**src/rtl/core/ecam_pkg.sv**
```systemverilog
`default_nettype none

package ecam_pkg;

	localparam int unsigned MAX_WINDOWS = 4;
	localparam int unsigned ADDR_W      = 48;
	localparam int unsigned RANGE_W     = 17;
	localparam int unsigned BUS_W       = 8;
	localparam int unsigned END_W       = 9;
	localparam int unsigned WIN_IDX_W   = 2;
	localparam int unsigned PAGE_SHIFT  = 20;
	localparam int unsigned PAGE_W      = ADDR_W - PAGE_SHIFT;

	// apb register map, 8 byte stride
	localparam int unsigned REG_IDX_W = 3;
	localparam int unsigned PADDR_W   = REG_IDX_W + 3;
	localparam int unsigned PDATA_W   = 64;
	localparam logic [REG_IDX_W-1:0] REG_WINDOW0_BASE  = 3'd0;
	localparam logic [REG_IDX_W-1:0] REG_WINDOW0_RANGE = 3'd4;

	typedef struct packed {
		logic [7:0] bus_number;
		logic [4:0] slot_number;
		logic [2:0] function_number;
		logic [7:0] register_offset;
	} req_t;

	typedef struct packed {
		logic [ADDR_W-1:0]    target_address;
		logic                 hit;
		logic [WIN_IDX_W-1:0] window_index;
	} rsp_t;

endpackage

`default_nettype wire

```
**src/rtl/core/ecam_xlate.sv**
```systemverilog
`default_nettype none

module ecam_xlate #(
	parameter int unsigned WINDOW_COUNT = 4
) (
	input  var ecam_pkg::req_t                       req,
	input  var logic [ecam_pkg::ADDR_W-1:0]          base  [WINDOW_COUNT],
	input  var logic [ecam_pkg::RANGE_W-1:0]         range [WINDOW_COUNT],
	output ecam_pkg::rsp_t                           rsp
);

	logic [WINDOW_COUNT-1:0] in_range;
	logic [WINDOW_COUNT-1:0] is_end;

	always_comb begin
		for (int i = 0; i < WINDOW_COUNT; i++) begin
			is_end[i]   = (base[i] == '0);
			in_range[i] = (req.bus_number >= range[i][ecam_pkg::BUS_W-1:0]) &&
				({1'b0, req.bus_number} <
				 range[i][ecam_pkg::RANGE_W-1:ecam_pkg::BUS_W]);
		end
	end

	// first window that holds the bus, scan ends at a zero base
	logic                                done;
	logic                                hit;
	logic [ecam_pkg::WIN_IDX_W-1:0]      idx;
	logic [ecam_pkg::PAGE_W-1:0]         sel_page;
	logic [ecam_pkg::BUS_W-1:0]          sel_start;
	logic [ecam_pkg::BUS_W-1:0]          bus_delta;
	logic [ecam_pkg::PAGE_W-1:0]         page;

	always_comb begin
		done      = 1'b0;
		hit       = 1'b0;
		idx       = '0;
		sel_page  = '0;
		sel_start = '0;
		for (int i = 0; i < WINDOW_COUNT; i++) begin
			if (!done) begin
				if (is_end[i]) begin
					done = 1'b1;
				end else if (in_range[i]) begin
					done      = 1'b1;
					hit       = 1'b1;
					idx       = ecam_pkg::WIN_IDX_W'(i);
					sel_page  = base[i][ecam_pkg::ADDR_W-1:ecam_pkg::PAGE_SHIFT];
					sel_start = range[i][ecam_pkg::BUS_W-1:0];
				end
			end
		end
		bus_delta = req.bus_number - sel_start;
		page      = sel_page + ecam_pkg::PAGE_W'(bus_delta);

		rsp.hit          = hit;
		rsp.window_index = idx;
		if (hit) begin
			rsp.target_address = {page, req.slot_number, req.function_number,
				4'b0000, req.register_offset};
		end else begin
			rsp.target_address = '0;
		end
	end

endmodule

`default_nettype wire

```
**src/rtl/core/ecam_config_address_translator.sv**
```systemverilog
// ecam address translator: bus/slot/function/offset to memory address
// path: input transaction to result through the input reg, then the result reg
// throughput: one transaction per cycle without out_stall; the window lookup and one 28-bit add
//   sit between the input register and the result register
// reset (arst_n, async low): pipeline empty, all window registers zero
`default_nettype none

module ecam_config_address_translator #(
	parameter int unsigned WINDOW_COUNT = 4
) (
	input  var logic                              clk,
	input  var logic                              arst_n,

	// request channel
	input  var logic                              in_valid,
	output logic                                  in_stall,
	input  var ecam_pkg::req_t                    in_data,

	// result channel
	output logic                                  out_valid,
	input  var logic                              out_stall,
	output ecam_pkg::rsp_t                        out_data,

	// apb register port
	input  var logic                              psel,
	input  var logic                              penable,
	input  var logic                              pwrite,
	input  var logic [ecam_pkg::PADDR_W-1:0]      paddr,
	input  var logic [ecam_pkg::PDATA_W-1:0]      pwdata,
	output logic [ecam_pkg::PDATA_W-1:0]          prdata,
	output logic                                  pready
);

	// ------------------------------------------------------------------
	// window registers
	// ------------------------------------------------------------------
	logic [ecam_pkg::ADDR_W-1:0]  base_q  [WINDOW_COUNT];
	logic [ecam_pkg::RANGE_W-1:0] range_q [WINDOW_COUNT];

	logic                              cfg_wr;
	logic [ecam_pkg::REG_IDX_W-1:0]    reg_idx;
	logic                              reg_is_range;
	logic [ecam_pkg::WIN_IDX_W-1:0]    reg_win;

	assign pready       = 1'b1;
	assign cfg_wr       = psel && penable && pwrite && pready;
	assign reg_idx      = paddr[ecam_pkg::PADDR_W-1:3];
	assign reg_is_range = (reg_idx >= ecam_pkg::REG_WINDOW0_RANGE);
	// window number of the addressed register, either group
	assign reg_win      = reg_is_range
		? ecam_pkg::WIN_IDX_W'(reg_idx - ecam_pkg::REG_WINDOW0_RANGE)
		: ecam_pkg::WIN_IDX_W'(reg_idx - ecam_pkg::REG_WINDOW0_BASE);

	// writes to windows beyond WINDOW_COUNT are dropped
	always_ff @(posedge clk or negedge arst_n) begin
		if (!arst_n) begin
			for (int w = 0; w < WINDOW_COUNT; w++) begin
				base_q[w]  <= '0;
				range_q[w] <= '0;
			end
		end else if (cfg_wr) begin
			for (int w = 0; w < WINDOW_COUNT; w++) begin
				if (reg_win == ecam_pkg::WIN_IDX_W'(w)) begin
					if (reg_is_range) begin
						range_q[w] <= pwdata[ecam_pkg::RANGE_W-1:0];
					end else begin
						base_q[w] <= pwdata[ecam_pkg::ADDR_W-1:0];
					end
				end
			end
		end
	end

	// read back, unimplemented windows read as zero
	always_comb begin
		prdata = '0;
		for (int w = 0; w < WINDOW_COUNT; w++) begin
			if (reg_win == ecam_pkg::WIN_IDX_W'(w)) begin
				if (reg_is_range) begin
					prdata = ecam_pkg::PDATA_W'(range_q[w]);
				end else begin
					prdata = ecam_pkg::PDATA_W'(base_q[w]);
				end
			end
		end
	end

	// ------------------------------------------------------------------
	// pipeline: input register (s1) -> lookup -> result register
	// ------------------------------------------------------------------
	logic           valid_s1;
	ecam_pkg::req_t req_s1;
	ecam_pkg::rsp_t rsp_s1;
	logic           out_valid_q;
	ecam_pkg::rsp_t out_data_q;
	logic           advance;
	logic           in_take;

	// s1 moves on whenever the result register is empty or being drained
	assign advance  = !out_valid_q || !out_stall;
	// stall only when s1 is holding a transaction that cannot move
	assign in_stall = valid_s1 && !advance;
	assign in_take  = in_valid && !in_stall;

	always_ff @(posedge clk or negedge arst_n) begin
		if (!arst_n) begin
			valid_s1 <= 1'b0;
		end else if (advance || !valid_s1) begin
			valid_s1 <= in_valid;
		end
	end

	always_ff @(posedge clk) begin
		if (in_take) begin
			req_s1 <= in_data;
		end
	end

	ecam_xlate #(
		.WINDOW_COUNT (WINDOW_COUNT)
	) u_xlate (
		.req   (req_s1),
		.base  (base_q),
		.range (range_q),
		.rsp   (rsp_s1)
	);

	always_ff @(posedge clk or negedge arst_n) begin
		if (!arst_n) begin
			out_valid_q <= 1'b0;
		end else if (advance) begin
			out_valid_q <= valid_s1;
		end
	end

	always_ff @(posedge clk) begin
		if (advance && valid_s1) begin
			out_data_q <= rsp_s1;
		end
	end

	assign out_valid = out_valid_q;
	assign out_data  = out_data_q;

	// ------------------------------------------------------------------
	// assertions
	// ------------------------------------------------------------------
	// a miss carries zero address and zero index
	a_miss_zero: assert property (@(posedge clk) disable iff (!arst_n)
		(out_valid && !out_data.hit) |->
			(out_data.target_address == '0 && out_data.window_index == '0))
		else $error("miss result with nonzero address or index");

	// back pressure only when both stages are full and the sink stalls
	a_stall_full: assert property (@(posedge clk) disable iff (!arst_n)
		in_stall |-> (valid_s1 && out_valid_q && out_stall))
		else $error("input stalled with room in the pipeline");

	// a transaction leaving s1 lands in the result register
	a_s1_moves: assert property (@(posedge clk) disable iff (!arst_n)
		(valid_s1 && advance) |=> out_valid_q)
		else $error("s1 transaction lost");

	// a hit names an implemented window
	a_hit_index: assert property (@(posedge clk) disable iff (!arst_n)
		(out_valid && out_data.hit) |-> (32'(out_data.window_index) < WINDOW_COUNT))
		else $error("hit on unimplemented window");

endmodule

`default_nettype wire

```
**config.mk**
```make
export PLATFORM = sky130hd
export DESIGN_NAME = ecam_config_address_translator
export DESIGN_NICKNAME = d
export VERILOG_FILES = /design/src/rtl/core/ecam_pkg.sv /design/src/rtl/core/ecam_xlate.sv /design/src/rtl/core/ecam_config_address_translator.sv
export SDC_FILE = /design/constraint.sdc
export NUM_CORES = 1
export LEC_CHECK = 0
export BUFFER_PORTS_ARGS = -buffer_cell sky130_fd_sc_hd__buf_2
export CAP_MARGIN = 15
export CORE_MARGIN = 1
export CORE_UTILIZATION = 49
export CTS_CLUSTER_DIAMETER = 30
export DETAILED_ROUTE_END_ITERATION = 12
export PLACE_DENSITY = 0.79
export SYNTH_ARGS = -nofsm -noshare
export SYNTH_HDL_FRONTEND = slang
export SYNTH_SLANG_ARGS = --single-unit
export TNS_END_PERCENT = 50
```
**constraint.sdc**
```tcl
create_clock -name clk -period 7 [get_ports clk]
set_input_delay 1.4 -clock clk [delete_from_list [all_inputs] [get_ports clk]]
set_output_delay 1.4 -clock clk [all_outputs]
set_load 0.02 [all_outputs]
```
==> run summary, run 1 <==
outcome: complete, no violations
arrival time of data at the critical path endpoint: 6.95 ns
Placeable Area: 35900 sq um
number of flops mapped to enable cells by yosys: 71
Async SR Flop Fraction: 78.7%
number of setup violations in the final report: 0
count of unique library cells instantiated by Yosys: 76
clock tree from TritonCTS: done
unrepaired setup endpoints after global routing: no
type of the most critical hold path: flop to flop
category of cells accounting for the largest share of critical-path delay: compound AO/OA/AOI/OAI gates
sum of routed wire length over all layers: 51.0 mm
net switching component of the power: 2.89 mW
CTS sink cnt: 333
nets@finish: 1845
sequential fraction of design power: 31.4%
final worst slack: 0.361 ns
top-level I/O count: 219
setup TNS: 0 ns
total standard cell area after synthesis: 18000 sq um
proportion of layout cells with a drive suffix above 1: 38.2%
peak ir drop on the vdd network: 0.261 mV
part of the power in the clock network: 40.4%
launch instance of the worst min-delay path: valid_s1
global-route total usage across every layer: 27.5%
number of max-slew violations in the final report: 0
fmax: 151 MHz
leakage power of the design: 9.79 nW
Buf/Inv on CP: 2
end of the worst register-to-register path: out_data[50]
count of port buffers added during placement: 178
maximum single-stage delay on the critical path: 0.60 ns
Area growth, synth to finish: 22.7%
clock buffers created by TritonCTS: 75
Cell Pwr Density: 402 nW/um^2
site row count: 69
post-synthesis sequential area ratio: 48.2%
first drt pass iteration count: 6
Hold Vio Cnt, Final: 0
kind of critical path: flop to flop
Final GP Congestion: 0.935
element type at the critical path start: flop
clock transition at the registers of the reported paths: 0.04 ns
first-pass GRT wire length: 79.4 mm
transition time at the pin with the least slew margin: 1.14 ns
Clock Skews: 0.0258 ns
leading post-synthesis cells by cell area: dfrtp_1 (36%), mux2_2 (14%), edfxtp_1 (12%)
hold depth: 1
worst r2r src: req_s1[22]
per-cell routed wire length: 23.3 microns
largest fanout on the critical path: 10
Critical-path top delay cell: edfxtp_1
cell with the most instances after synthesis: dfrtp_1
number of DRC violations after detailed routing: 0
cell taking the most area after synthesis: dfrtp_1
post-synthesis register bit count: 333
Vias/cell: 6.23
setup slack of the most critical reg-to-reg path: 0.36 ns
Comb power frac: 28.2%
clock root buffer: clkbuf_16
post-synthesis instance total: 1452
initial antenna violation count: 3
effective utilization at floorplan: 50.2%
destination of the worst hold path: out_valid
number of warning messages in the yosys log: 0
leftover overflow at the end of global routing: 0
Worst path most repeated cell: a21o_1
length in cells of the worst reg-to-reg path: 27
Placement Setup Slack: 0.307 ns
via count of the first global-routing pass: 14000
critical path endpoint category: flop
DRC violation total after the first TritonRoute iteration: 1612
count of vias placed by the detailed router: 13700
layout filler cell count: 2707
internal power consumption: 5.99 mW
Syn Area/Cell: 12.4 sq um
H-tree depth: 3
Max-slew headroom: 23.9%
most common flop cell mapped by yosys: dfrtp_1
later-pin clock latency in the skew report: 0.59 ns
DIE HEIGHT: 194 microns
largest net degree at the start of global routing: 149
half-perimeter wire length after placement: 34.3 mm
Synth top cells by count: dfrtp_1 (262), mux2_2 (222), nand2_1 (88)
ANT nets after route: 0
hold buffers post-CTS: 0
number of buffers on the longest clock path: 3
critical path data required time: 7.31 ns
area share of the largest cell type after synthesis: 36.4%
Tmin final: 6.64 ns
count of max-cap constraint violations: 0
die span in x: 194 microns
Die Outline Area: 37500 sq um
share of the clock period used by the worst path after layout: 94.8%
Sw Share: 32.5%
Final Core Density: 61.5%
cell usage in the layout, fill, tap and decap left out, drive strengths merged, types with 33 or more instances in the layout:
cell | netlist | layout
ha | 75 | 75
edfxtp | 71 | 71
o21ai | 81 | 81
mux2 | 223 | 223
nand2 | 88 | 88
nor2b | 56 | 56
dfrtp | 262 | 262
buf | 42 | 211
mux4 | 65 | 65
nor4 | 52 | 52
a21oi | 33 | 33
clkbuf | 50 | 103
nor2 | 36 | 36
inv | 83 | 90
registers in the layout, summed over array words and instances (netlist names):
signal	flops
req_s1	24
range_q	68
out_data	47
valid_s1	1
out_valid	1
base_q	192
how the worst max path moves through the flow:
stage                    start      endpoint  slack [ns]  depth (start not counted)
finish              req_s1[22]  out_data[50]        0.36                         27
global route        req_s1[22]  out_data[48]        0.04                         27
CTS                 req_s1[22]  out_data[48]        0.20                         26
detailed placement  req_s1[22]  out_data[35]        0.31                         24
global placement    req_s1[22]  out_data[35]        0.38                         26
floorplan           req_s1[16]  out_data[35]        0.64                         32
kinds of logic after synthesis:
| logic type | count (synthesis) | synth area share [%] |
|---|---|---|
| other cells | 2 | 0.0417 |
| buf+inv | 175 | 4.28 |
| flops | 333 | 48.2 |
| simple gates | 324 | 9.86 |
| compound gates | 224 | 8.67 |
| mux | 289 | 22.1 |
| fa+ha+maj | 77 | 5.43 |
| xor+xnor | 28 | 1.36 |
power by group through the flow:
stage | registers, mW | clock network (mW) | logic [mW]
floorplan | 2.79 | 0 | 1.65
global placement | 2.77 | 0 | 2.36
detailed placement | 2.79 | 0 | 2.43
CTS | 2.77 | 3.62 | 2.47
global route | 2.83 | 3.73 | 2.70
finish | 2.79 | 3.59 | 2.51
routing by layer:
layer	global-route usage, %	up-vias	wire length [microns]
li1	-	5892	-
met1	36.1	6805	20200
met2	44.0	809	24400
met3	6.56	145	4830
met4	11.2	2	1610
met5	0	-	8
repair_timing:
action / 4_1_cts / 5_1_grt
setup buffers: 0 / 2
setup endpoints to repair: 0 / 15
gates resized for setup: 0 / 8
layout make-up:
class	count	area (sq um)	share of cell area [%]
multi-input combinational	963	8720	39.4
tap	461	577	2.61
clock inverter	37	492	2.22
clock buffer	103	2130	9.66
inverter	83	312	1.41
sequential	333	8690	39.3
antenna	2	5.00	0.0226
timing repair buffer	211	1170	5.31
per-stage QoR:
step,total power [mW],cells,hold WS [ns],area (sq um)
after floorplan,4.43,1471,0.443,18100
after global placement,5.13,2048,0.459,19400
after detailed placement,5.22,2048,0.483,19400
after CTS,8.86,2188,0.492,22000
after global routing,9.26,2192,0.508,22100
final,8.88,2193,0.483,22100
Power figures use the tool's default switching activity.
==> inputs of run 2 (changes only) <==
clock period = 7.1 ns   (was 7 ns; I/O delays follow)
==> run 2 against run 1 <==
Against the previous run:
- combinational power hardly changed
- sequential cell count unchanged
- register-to-register slack improved by 0.05 ns
- worst hold slack worse by 0.0030 ns
- non-clock buffer count down 4
- first-iteration DRC count grew 5.3%
==> run summary, run 2 (synthesized netlist as in run 1, its figures left out) <==
later-pin clock latency in the skew report: 0.60 ns (about the same)
end of the worst register-to-register path: out_data[35]
first drt pass iteration count: 6 (unchanged)
outcome: complete, no violations
Final GP Congestion: 0.950 (+1.6%)
commonest non-fill, non-tap cell in the layout: dfrtp_1
Clock Skews: 0.0243 ns (-0.00158 ns)
Max-slew headroom: 22.6% (-1.3 points)
type of the most critical hold path: flop to flop
site row count: 69 (unchanged)
Area growth, synth to finish: 22.2%
Cell Pwr Density: 397 nW/um^2 (-1.3%)
ANT nets after route: 0 (unchanged)
placed cell count: 2044 (-0.20%)
combined area of the multi-input logic cells: 8710 sq um (about the same)
per-cell routed wire length: 23.6 microns (+1.4%)
die span in x: 194 microns (unchanged)
area taken by flip-flops and latches: 8690 sq um (unchanged)
most frequent cells in the layout: dfrtp_1 (262), mux2_2 (222), buf_2 (175)
number of standard cells in the final layout excluding fillers: 2184 (-0.41%)
element type at the critical path start: flop
global-route total usage across every layer: 27.7% (+0.23 points)
Hold Vio Cnt, Final: 0 (unchanged)
initial antenna violation count: 3 (unchanged)
count of vias placed by the detailed router: 13800 (+0.95%)
number of DRC violations after detailed routing: 0 (unchanged)
Vias/cell: 6.31 (+1.4%)
length of routed met3 wiring: 5.11 mm (+5.8%)
transition time at the pin with the least slew margin: 1.16 ns (+0.0185 ns)
destination of the worst hold path: out_valid
first-pass GRT wire length: 80.2 mm (+1.0%)
length in cells of the worst reg-to-reg path: 25 (-7.4%)
peak ir drop on the vdd network: 0.207 mV (-21%)
number of setup violations in the final report: 0 (unchanged)
kind of critical path: flop to flop
sum of routed wire length over all layers: 51.6 mm (+1.0%)
worst r2r src: req_s1[16]
DRC violation total after the first TritonRoute iteration: 1698 (+5.3%)
critical path data required time: 7.55 ns (+0.24 ns)
clock root buffer: clkbuf_16
Placeable Area: 35900 sq um (unchanged)
DIE HEIGHT: 194 microns (unchanged)
hold depth: 1 (unchanged)
unrepaired setup endpoints after global routing: no
layout filler cell count: 2728 (+0.78%)
highest metal layer used by the detailed router: met5
count of port buffers added during placement: 178 (unchanged)
fmax: 150 MHz (-0.69%)
Tmin final: 6.68 ns (+0.0458 ns)
number of buffers on the longest clock path: 3 (unchanged)
H-tree depth: 3 (unchanged)
clock transition at the registers of the reported paths: 0.05 ns (about the same)
Routed met1 length: 19.9 mm (-1.2%)
nets@finish: 1839 (-0.33%)
leftover overflow at the end of global routing: 0 (unchanged)
Largest register FFs: 192 (unchanged)
amount of wire on met2 after detailed routing: 25.0 mm (+2.5%)
leakage power of the design: 9.76 nW (-0.25%)
setup TNS: 0 ns (unchanged)
launch instance of the worst min-delay path: valid_s1
clock tree from TritonCTS: done
top register by number of flip-flops: base_q
count of max-cap constraint violations: 0 (unchanged)
hold buffers post-CTS: 0 (unchanged)
top-level I/O count: 219 (unchanged)
via count of the first global-routing pass: 14000 (-0.043%)
effective utilization at floorplan: 50.2% (unchanged)
arrival time of data at the critical path endpoint: 7.14 ns (+0.19 ns)
clock buffers created by TritonCTS: 73 (-2.7%)
largest net degree at the start of global routing: 148 (-0.67%)
largest fanout on the critical path: 17 (+7)
half-perimeter wire length after placement: 34.5 mm (+0.46%)
setup slack of the most critical reg-to-reg path: 0.42 ns (+0.05 ns)
share of the clock period used by the worst path after layout: 94.1% (-0.69 points)
Die Outline Area: 37500 sq um (unchanged)
number of max-slew violations in the final report: 0 (unchanged)
CTS sink cnt: 333 (unchanged)
critical path endpoint category: flop
proportion of layout cells with a drive suffix above 1: 37.9% (-0.35 points)
[run 2: how the worst max path moves through the flow]
stage	from	cells past startpoint	endpoint	slack, ns
finish	req_s1[16]	25	out_data[35]	0.42
global route	req_s1[16]	25	out_data[50]	0.11
CTS	req_s1[16]	25	out_data[35]	0.12
detailed placement	req_s1[16]	25	out_data[35]	0.25
global placement	req_s1[16]	25	out_data[35]	0.43
floorplan	req_s1[16]	32	out_data[35]	0.74
[run 2: routing by layer]
metal  track usage (%)  vias to the layer above
met5                 0                        -
met4              11.0                        2
met3              7.71                      131
met2              44.8                      796
met1              35.4                     6969
li1                  -                     5885
[run 2: report_power, final]
group | switching [mW] | internal (mW)
registers | 0.339 | 2.41
logic | 1.42 | 1.07
clock network | 1.10 | 2.40
[run 2: critical path, stage by stage (launching register included)]
cell	delay [ns]
edfxtp_1	0.47
inv_1	0.28
ha_1	0.29
nand2b_1	0.14
a2111o_1	0.45
a31oi_4	0.31
a21o_4	0.19
and4_2	0.43
buf_4	0.35
a222oi_1	0.16
nand2_1	0.11
o21ai_0	0.13
ha_1	0.35
a21o_1	0.17
a21o_1	0.20
a21o_1	0.18
a21oi_1	0.18
xnor2_1	0.17
xnor2_1	0.18
ha_1	0.37
nand2_1	0.06
o21ai_1	0.27
o221a_2	0.37
nand2b_1	0.13
a2111oi_0	0.43
a211o_1	0.18
[run 2: through the flow]
stage / power, mW / worst slack [ns] / utilization, % / hold slack, ns / area [sq um]
3_5_place_dp: 5.15 / 0.253 / 54.0 / 0.471 / 19400
6_report: 8.74 / 0.416 / 61.3 / 0.480 / 22000
3_3_place_gp: 5.05 / 0.432 / 54.0 / 0.459 / 19400
4_1_cts: 8.69 / 0.123 / 61.1 / 0.482 / 22000
2_1_floorplan: 4.37 / 0.741 / - / 0.443 / 18100
5_1_grt: 9.10 / 0.112 / 61.3 / 0.490 / 22000
[run 2: cell type report]
cell class	instances	share of cell area, %
tap	461	2.62
antenna	1	0.0114
clock inverter	40	2.40
sequential	333	39.5
multi-input combinational	963	39.6
clock buffer	96	9.30
timing repair buffer	207	5.23
inverter	83	1.41
[run 2: timing repair]
item / in CTS / in global routing
setup buffers: 0 / 1
gates resized for setup: 0 / 8
endpoints found under the setup margin: 0 / 16
